[src/sv/ont_pkg.sv]
// ----------------------------------------------------------------------------
// ont_pkg: shared types and helpers for the ordered name table
// Command and status codes, sequencer states and name canonicalization.
// ----------------------------------------------------------------------------
`default_nettype none

package ont_pkg;

    localparam int ONT_DEPTH  = 16;
    localparam int NAME_CHARS = 14;
    localparam int NAME_W     = NAME_CHARS * 8;

    typedef enum logic [1:0] {
        CMD_APPEND = 2'd0,
        CMD_INSERT = 2'd1,
        CMD_SEARCH = 2'd2,
        CMD_DELETE = 2'd3
    } ont_cmd_t;

    typedef enum logic [1:0] {
        STAT_OK   = 2'd0,
        STAT_POS  = 2'd1,
        STAT_MISS = 2'd2,
        STAT_FULL = 2'd3
    } ont_status_t;

    typedef enum logic [2:0] {
        ST_IDLE,
        ST_SEARCH,
        ST_SHIFT,
        ST_PLACE,
        ST_RESULT
    } ont_state_t;

    // Bytes after the first zero byte are forced to zero.
    function automatic logic [NAME_W-1:0] ont_canon(input logic [NAME_W-1:0] raw);
        logic              ended;
        logic [7:0]        b;
        logic [NAME_W-1:0] res;
        ended = 1'b0;
        res   = '0;
        for (int i = 0; i < NAME_CHARS; i++) begin
            b = raw[i*8 +: 8];
            if (!ended) begin
                res[i*8 +: 8] = b;
                if (b == 8'h00) begin
                    ended = 1'b1;
                end
            end
        end
        return res;
    endfunction

endpackage

`default_nettype wire

[src/sv/ont_ram.sv]
// ----------------------------------------------------------------------------
// ont_ram: name storage
// One write port, one read port with registered read data.
// ----------------------------------------------------------------------------
`default_nettype none

module ont_ram #(
    parameter int DEPTH = 16,
    parameter int AW    = 4,
    parameter int DW    = 112
) (
    input  wire logic          aclk,
    input  wire logic          we,
    input  wire logic [AW-1:0] waddr,
    input  wire logic [DW-1:0] wdata,
    input  wire logic          re,
    input  wire logic [AW-1:0] raddr,
    output logic      [DW-1:0] rdata
);

    logic [DW-1:0] mem [DEPTH];

    always_ff @(posedge aclk) begin
        if (we) begin
            mem[waddr] <= wdata;
        end
    end

    always_ff @(posedge aclk) begin
        if (re) begin
            rdata <= mem[raddr];
        end
    end

endmodule

`default_nettype wire

[src/sv/ordered_name_table.sv]
// ----------------------------------------------------------------------------
// ordered_name_table: ordered list of short names with append, insert,
// search and delete
//
//   channel  dir  tdata fields (low bit first)                      width
//   s_*      in   cmd[1:0] name_low[65:2] name_high[113:66]
//                 position[118:114], bit 119 zero                   120
//   m_*      out  status[1:0] where[5:2] count_after[10:6],
//                 bits 15:11 zero                                   16
//
// Insert and delete move one entry per cycle between the RAM's read and write
// ports. s_tready is high only while idle. Reset empties the table; a result
// not taken holds in the output register and stalls the sequencer.
// ----------------------------------------------------------------------------
`default_nettype none

module ordered_name_table #(
    parameter int DEPTH = ont_pkg::ONT_DEPTH
) (
    input  wire logic         aclk,
    input  wire logic         aresetn,
    // cmd, name_low, name_high, position (low bit first)
    input  wire logic [119:0] s_tdata,
    input  wire logic         s_tvalid,
    output logic              s_tready,
    // status, where, count_after (low bit first)
    output logic      [15:0]  m_tdata,
    output logic              m_tvalid,
    input  wire logic         m_tready
);

    import ont_pkg::*;

    localparam int AW = (DEPTH > 1) ? $clog2(DEPTH) : 1;
    localparam int CW = $clog2(DEPTH + 1);
    localparam int WW = (CW > 5) ? CW : 5;   // compare width for position
    localparam int IW = (AW > 4) ? AW : 4;   // index width before masking

    // input fields
    ont_cmd_t          in_cmd;
    logic [NAME_W-1:0] in_name;
    logic [4:0]        in_pos;

    assign in_cmd  = ont_cmd_t'(s_tdata[1:0]);
    assign in_name = {s_tdata[113:66], s_tdata[65:2]};
    assign in_pos  = s_tdata[118:114];

    // sequencer state
    ont_state_t        state_reg,  state_next;
    ont_cmd_t          cmd_reg,    cmd_next;
    logic [NAME_W-1:0] name_reg,   name_next;
    logic [CW-1:0]     cnt_reg,    cnt_next;
    logic [AW-1:0]     at_reg,     at_next;
    logic [AW-1:0]     ptr_reg,    ptr_next;   // next entry to read
    logic [AW-1:0]     end_reg,    end_next;   // last entry to read
    logic [AW-1:0]     tag_reg,    tag_next;   // index tied to read data
    logic              issue_reg,  issue_next;
    logic              pend_reg,   pend_next;
    logic              up_reg,     up_next;    // shift direction
    ont_status_t       status_reg, status_next;
    logic [AW-1:0]     where_reg,  where_next;

    // output register
    logic              m_valid_reg,  m_valid_next;
    ont_status_t       m_status_reg, m_status_next;
    logic [3:0]        m_where_reg,  m_where_next;
    logic [4:0]        m_count_reg,  m_count_next;

    // RAM port
    logic              ram_we, ram_re;
    logic [AW-1:0]     ram_waddr, ram_raddr;
    logic [NAME_W-1:0] ram_wdata, ram_rdata;

    // helpers
    logic [WW-1:0]     pos_ext, cnt_ext;
    logic [CW-1:0]     cnt_m1;
    logic [AW-1:0]     last_idx;
    logic              full;
    logic [IW-1:0]     where_ext;
    logic [WW-1:0]     count_ext;

    assign pos_ext   = WW'(in_pos);
    assign cnt_ext   = WW'(cnt_reg);
    assign cnt_m1    = cnt_reg - CW'(1);
    assign last_idx  = cnt_m1[AW-1:0];
    assign full      = (cnt_reg == CW'(DEPTH));
    assign where_ext = IW'(where_reg);
    assign count_ext = WW'(cnt_reg);

    ont_ram #(
        .DEPTH (DEPTH),
        .AW    (AW),
        .DW    (NAME_W)
    ) u_ram (
        .aclk  (aclk),
        .we    (ram_we),
        .waddr (ram_waddr),
        .wdata (ram_wdata),
        .re    (ram_re),
        .raddr (ram_raddr),
        .rdata (ram_rdata)
    );

    assign s_tready = (state_reg == ST_IDLE);
    assign m_tvalid = m_valid_reg;
    assign m_tdata  = {5'd0, m_count_reg, m_where_reg, m_status_reg};

    always_ff @(posedge aclk) begin
        if (!aresetn) begin
            state_reg   <= ST_IDLE;
            cnt_reg     <= '0;
            issue_reg   <= 1'b0;
            pend_reg    <= 1'b0;
            m_valid_reg <= 1'b0;
        end else begin
            state_reg   <= state_next;
            cnt_reg     <= cnt_next;
            issue_reg   <= issue_next;
            pend_reg    <= pend_next;
            m_valid_reg <= m_valid_next;
        end
    end

    always_ff @(posedge aclk) begin
        cmd_reg      <= cmd_next;
        name_reg     <= name_next;
        at_reg       <= at_next;
        ptr_reg      <= ptr_next;
        end_reg      <= end_next;
        tag_reg      <= tag_next;
        up_reg       <= up_next;
        status_reg   <= status_next;
        where_reg    <= where_next;
        m_status_reg <= m_status_next;
        m_where_reg  <= m_where_next;
        m_count_reg  <= m_count_next;
    end

    always_comb begin
        state_next    = state_reg;
        cmd_next      = cmd_reg;
        name_next     = name_reg;
        cnt_next      = cnt_reg;
        at_next       = at_reg;
        ptr_next      = ptr_reg;
        end_next      = end_reg;
        tag_next      = tag_reg;
        issue_next    = issue_reg;
        pend_next     = 1'b0;
        up_next       = up_reg;
        status_next   = status_reg;
        where_next    = where_reg;
        m_valid_next  = m_valid_reg & ~m_tready;
        m_status_next = m_status_reg;
        m_where_next  = m_where_reg;
        m_count_next  = m_count_reg;
        ram_we        = 1'b0;
        ram_waddr     = at_reg;
        ram_wdata     = name_reg;
        ram_re        = 1'b0;
        ram_raddr     = ptr_reg;

        unique case (state_reg)
            ST_IDLE: begin
                if (s_tvalid) begin
                    cmd_next    = in_cmd;
                    name_next   = ont_canon(in_name);
                    status_next = STAT_OK;
                    where_next  = '0;
                    if (in_cmd == CMD_APPEND || in_cmd == CMD_INSERT) begin
                        if (in_cmd == CMD_INSERT && pos_ext > cnt_ext) begin
                            status_next = STAT_POS;
                            state_next  = ST_RESULT;
                        end else if (full) begin
                            status_next = STAT_FULL;
                            state_next  = ST_RESULT;
                        end else if (in_cmd == CMD_APPEND || pos_ext == cnt_ext) begin
                            at_next    = cnt_reg[AW-1:0];
                            state_next = ST_PLACE;
                        end else begin
                            // move entries pos..count-1 up, highest first
                            at_next    = pos_ext[AW-1:0];
                            up_next    = 1'b1;
                            ptr_next   = last_idx;
                            end_next   = pos_ext[AW-1:0];
                            issue_next = 1'b1;
                            state_next = ST_SHIFT;
                        end
                    end else if (cnt_reg == '0) begin
                        status_next = STAT_MISS;
                        state_next  = ST_RESULT;
                    end else begin
                        ptr_next   = '0;
                        issue_next = 1'b1;
                        state_next = ST_SEARCH;
                    end
                end
            end

            ST_SEARCH: begin
                if (pend_reg && ram_rdata == name_reg) begin
                    where_next = tag_reg;
                    issue_next = 1'b0;
                    if (cmd_reg == CMD_DELETE && tag_reg != last_idx) begin
                        // close the gap: move hit+1..count-1 down
                        up_next    = 1'b0;
                        ptr_next   = tag_reg + AW'(1);
                        end_next   = last_idx;
                        issue_next = 1'b1;
                        state_next = ST_SHIFT;
                    end else begin
                        if (cmd_reg == CMD_DELETE) begin
                            cnt_next = cnt_m1;
                        end
                        state_next = ST_RESULT;
                    end
                end else if (pend_reg && tag_reg == last_idx) begin
                    status_next = STAT_MISS;
                    issue_next  = 1'b0;
                    state_next  = ST_RESULT;
                end else if (issue_reg) begin
                    ram_re    = 1'b1;
                    pend_next = 1'b1;
                    tag_next  = ptr_reg;
                    if (ptr_reg == last_idx) begin
                        issue_next = 1'b0;
                    end else begin
                        ptr_next = ptr_reg + AW'(1);
                    end
                end
            end

            ST_SHIFT: begin
                if (pend_reg) begin
                    ram_we    = 1'b1;
                    ram_waddr = tag_reg;
                    ram_wdata = ram_rdata;
                end
                if (issue_reg) begin
                    ram_re    = 1'b1;
                    pend_next = 1'b1;
                    tag_next  = up_reg ? ptr_reg + AW'(1) : ptr_reg - AW'(1);
                    if (ptr_reg == end_reg) begin
                        issue_next = 1'b0;
                    end else begin
                        ptr_next = up_reg ? ptr_reg - AW'(1) : ptr_reg + AW'(1);
                    end
                end else if (!pend_reg) begin
                    if (up_reg) begin
                        state_next = ST_PLACE;
                    end else begin
                        cnt_next   = cnt_m1;
                        state_next = ST_RESULT;
                    end
                end
            end

            ST_PLACE: begin
                ram_we      = 1'b1;
                cnt_next    = cnt_reg + CW'(1);
                where_next  = at_reg;
                status_next = STAT_OK;
                state_next  = ST_RESULT;
            end

            ST_RESULT: begin
                if (!m_valid_reg || m_tready) begin
                    m_valid_next  = 1'b1;
                    m_status_next = status_reg;
                    m_where_next  = where_ext[3:0];
                    m_count_next  = count_ext[4:0];
                    state_next    = ST_IDLE;
                end
            end

            default: begin
                state_next = ST_IDLE;
            end
        endcase
    end

`ifndef SYNTHESIS
    a_count_bound: assert property (@(posedge aclk) disable iff (!aresetn)
        cnt_reg <= CW'(DEPTH))
        else $error("entry count above table depth");

    a_full_report: assert property (@(posedge aclk) disable iff (!aresetn)
        (state_reg == ST_RESULT && status_reg == STAT_FULL) |-> full)
        else $error("table full reported with free entries");

    a_shift_ports: assert property (@(posedge aclk) disable iff (!aresetn)
        (state_reg == ST_SHIFT && pend_reg && issue_reg) |-> (tag_reg != ptr_reg))
        else $error("shift reads and writes the same entry");

    a_one_cmd: assert property (@(posedge aclk) disable iff (!aresetn)
        (s_tvalid && s_tready) |=> !s_tready)
        else $error("second item taken while a command is in progress");
`endif

endmodule

`default_nettype wire

[config.mk]
export PLATFORM = sky130hd
export DESIGN_NAME = ordered_name_table
export DESIGN_NICKNAME = d
export VERILOG_FILES = /design/src/sv/ont_pkg.sv /design/src/sv/ont_ram.sv /design/src/sv/ordered_name_table.sv
export SDC_FILE = /design/constraint.sdc
export NUM_CORES = 2
export LEC_CHECK = 0
export ABC_AREA = 1
export BUFFER_PORTS_ARGS = -buffer_cell sky130_fd_sc_hd__buf_2
export CAP_MARGIN = 40
export CORE_MARGIN = 3
export CORE_UTILIZATION = 30
export DETAILED_ROUTE_END_ITERATION = 12
export GPL_TIMING_DRIVEN = 0
export PLACE_DENSITY_LB_ADDON = 0.1
export SYNTH_ARGS = -nofsm -noshare
export SYNTH_HDL_FRONTEND = slang
export SYNTH_SLANG_ARGS = --single-unit
export TNS_END_PERCENT = 30
[constraint.sdc]
create_clock -name aclk -period 7.3 [get_ports aclk]
set_input_delay 1.46 -clock aclk [delete_from_list [all_inputs] [get_ports aclk]]
set_output_delay 1.46 -clock aclk [all_outputs]
set_load 0.005 [all_outputs]
==> flow_summary.json <==
{
  "run_status": "complete, no violations",
  "timing.critical_path.arrival_ns": 5.00,
  "chipWidth_microns": 535,
  "clock-skew-final_ns": 0.0784,
  "hold_buffers": 0,
  "grt_start_max_net_pins": 70,
  "seq_power_share_pct": 35.4,
  "leading_cell_type_in_the_layout_fill_and_taps_excluded": "edfxtp_1",
  "holdPathStages": 0,
  "preCtsSetupSlack_ns": 2.41,
  "largest_register_ff_count": 1792,
  "period_share_pct": 62.2,
  "fillCellCount": 26900,
  "drtPass1Iterations": 6,
  "final_area_sq_um": 101000,
  "post_synth_main_area_contributors": "edfxtp_1 73%, o21ai_0 6.1%, nor2_1 5.1%",
  "die-height_microns": 535,
  "global_route.usage.total_pct": 24.6,
  "power_switching_mw": 16.7,
  "postSynthCellCount": 6699,
  "drc_violations": 0,
  "clock_power_share_pct": 27.5,
  "first_global_vias": 56700,
  "ctsResizeCount": 0,
  "place.detailed.hpwl_microns": 261000,
  "ir_worst_vdd_uv": 196,
  "synth_cell_types": 45,
  "tritoncts_clock_tree": "done",
  "final_antenna_net_count": 0,
  "port_buffers": 135,
  "post_layout_nets": 7526,
  "p_per_area_nw_per_um2": 408,
  "synth.yosys.seq_area_share_pct": 73.7,
  "dieArea_sq_um": 286000,
  "worst_pin_slew_ns": 0.997,
  "cts.reportedPaths.clkPinSlew_ns": 0.06,
  "postCtsSetupRepairBufs": 0,
  "gr-total-overflow": 0,
  "synth_compound_gate_area_share_pct": 11.9,
  "relSlewSlack_pct": 33.5,
  "internal_mw": 24.6,
  "num_vias": 60000,
  "fin_setup_tns_ns": 0,
  "initial_utilization_pct": 30.2,
  "commonest_cells_after_routing_fill_and_taps_aside": "2,052 x edfxtp_1, 1,134 x nor2_1, 923 x o21ai_0",
  "synth_top_area_share_pct": 73.4,
  "maxSlewViolCount": 0,
  "rsz_0062_raised_after_global_routing": "no",
  "tritoncts_buffers": 237,
  "worst_slack_ns": 2.76,
  "timing.reg2reg.worst_path_depth": 13,
  "synth.yosys.warnings": 0,
  "cts-root-to-sink-buffers": 4,
  "timing.final.setup_violations": 0,
  "layout_min_cycle_time_ns": 4.54,
  "grt_antenna_before_repair": 35,
  "combinationalPowerShare_pct": 37.1,
  "critical_path_class": "reg -> reg",
  "synth_top_family_by_area": "compound AO/OA/AOI/OAI gates",
  "final_hold_vio_count": 0,
  "crit_path_max_fanout": 69,
  "fmax_mhz": 220,
  "post_synth_mux_area_share_pct": 0,
  "post_route_cells_drive_above_1_share_pct": 12.4,
  "gp_congestion": 0.850,
  "wl_per_cell_microns": 32.1,
  "end_kind": "flop",
  "synth-xor-area-share_pct": 0.353,
  "clock_sink_count": 2063,
  "maxCapViolCount": 0,
  "drt_first_iter_violations": 7162,
  "cts.root.buffer_cell": "clkbuf_16",
  "route.detailed.vias_per_inst": 5.31,
  "grt_pass1_wl_microns": 487000,
  "placeableCoreArea_sq_um": 277000,
  "netlist.top_cell.by_area": "edfxtp_1",
  "cp_data_required_time_ns": 7.76,
  "ff_latch_count_synth": 2063,
  "synthAdderAreaFrac_pct": 0.164,
  "boundaryPins": 142,
  "synth_area_per_cell_sq_um": 12.5,
  "clkLatencyLatePin_ns": 0.90,
  "leakage_nw": 34.5,
  "mappedNetlistArea_sq_um": 83900,
  "drt-total-wl_microns": 362000,
  "postPlaceCellArea_sq_um": 94200,
  "yosys.area_share.simple_pct": 10.0,
  "row_count": 193,
  "report.power.total_mw": 41.3,
  "critPathLaunchType": "flop",
  "worstHoldPathType": "reg -> reg",
  "area_growth_pct": 20.9,
  "cts-htree-levels": 4,
  "power.switching_fraction_pct": 40.4
}
[cells in the mapped netlist (all sizes together)]
cell and count:
nor2b 1, xnor2 21, ha 11, and2 4
nand2 775, a21oi 15, inv 407, dfxtp 11
o211ai 149, o221ai 305, conb 1, clkbuf 300
xor2 12, nor3 10, a21boi 1, o2111ai 2
edfxtp 2052, nand4 40, a22oi 2, buf 108
nor4 9, o21a 1, nor2 1166, o22ai 144
a31oi 3, o21ai 1028, and3 2, nand3 118
or2 1
[metrics by stage]
stage | hold WS [ns] | utilization (%) | std cells
finish | 0.419 | 36.6 | 11300
global route | 0.423 | 36.5 | 11300
CTS | 0.423 | 36.5 | 11300
detailed placement | 0.409 | 33.9 | 10900
global placement | 0.403 | 32.2 | 10500
floorplan | 0.400 | - | 6703
[logic make-up (layout without fill, tap and decap cells)]
logic type / after synthesis / after routing
AOI/OAI and AO/OA: 1650 / 1650
xor gates and xnor gates: 33 / 33
and+or+nand+nor: 2126 / 2126
DFF: 2063 / 2063
other: 1 / 28
buffers and inverters: 815 / 1681
adders and majority gates: 11 / 11
[cell type report]
type | count | area (sq um) | area share (%)
sequential | 2063 | 61800 | 61.0
multi-input combinational | 3825 | 19000 | 18.7
clock buffer | 288 | 6160 | 6.08
timing repair buffer | 449 | 5480 | 5.40
tap | 3705 | 4640 | 4.57
buffer | 408 | 1720 | 1.70
inverter | 407 | 1540 | 1.52
clock inverter | 129 | 1010 | 0.995
antenna | 23 | 57.6 | 0.0567
[metal layers]
layer	routed length, microns	vias up	track usage, %	share of wire [%]
met5	302	-	0	0.083
met4	12900	8	8.02	3.6
met3	28100	506	4.25	7.8
met2	165000	2825	38.9	46
met1	156000	30800	34.3	43
li1	-	25900	-	-
[path summary, 6_finish.rpt]
check	startpoint	to	slack (ns)
worst max-delay path	name_reg[39]	u_ram.rdata[37]	2.76
worst min-delay path	status_reg[1]	m_status_reg[1]	0.42
worst max register to register	name_reg[39]	u_ram.rdata[37]	2.76
worst min register to register	status_reg[1]	m_status_reg[1]	0.42
[worst max-delay path, stage by stage (launching register included)]
cell	delay, ns
edfxtp_1	0.49
nand2_1	0.42
nand2_1	0.10
nor2_1	0.13
nand2_1	0.06
nor2_1	0.27
nand2_1	0.20
nor2_1	0.55
nand2_1	0.13
nor2_1	0.48
nand2_1	0.27
nand2_1	0.33
inv_8	0.20
buf_16	0.30
[power groups by stage]
stage          combinational [mW]  clock, mW  sequential (mW)
2_1_floorplan                6.93          0             14.8
6_report                     15.3       11.4             14.6
5_1_grt                      16.2       12.0             14.7
4_1_cts                      15.2       11.5             14.6
3_5_place_dp                 15.1          0             14.9
3_3_place_gp                 14.0          0             15.1
(Power assumes the default switching activity.)
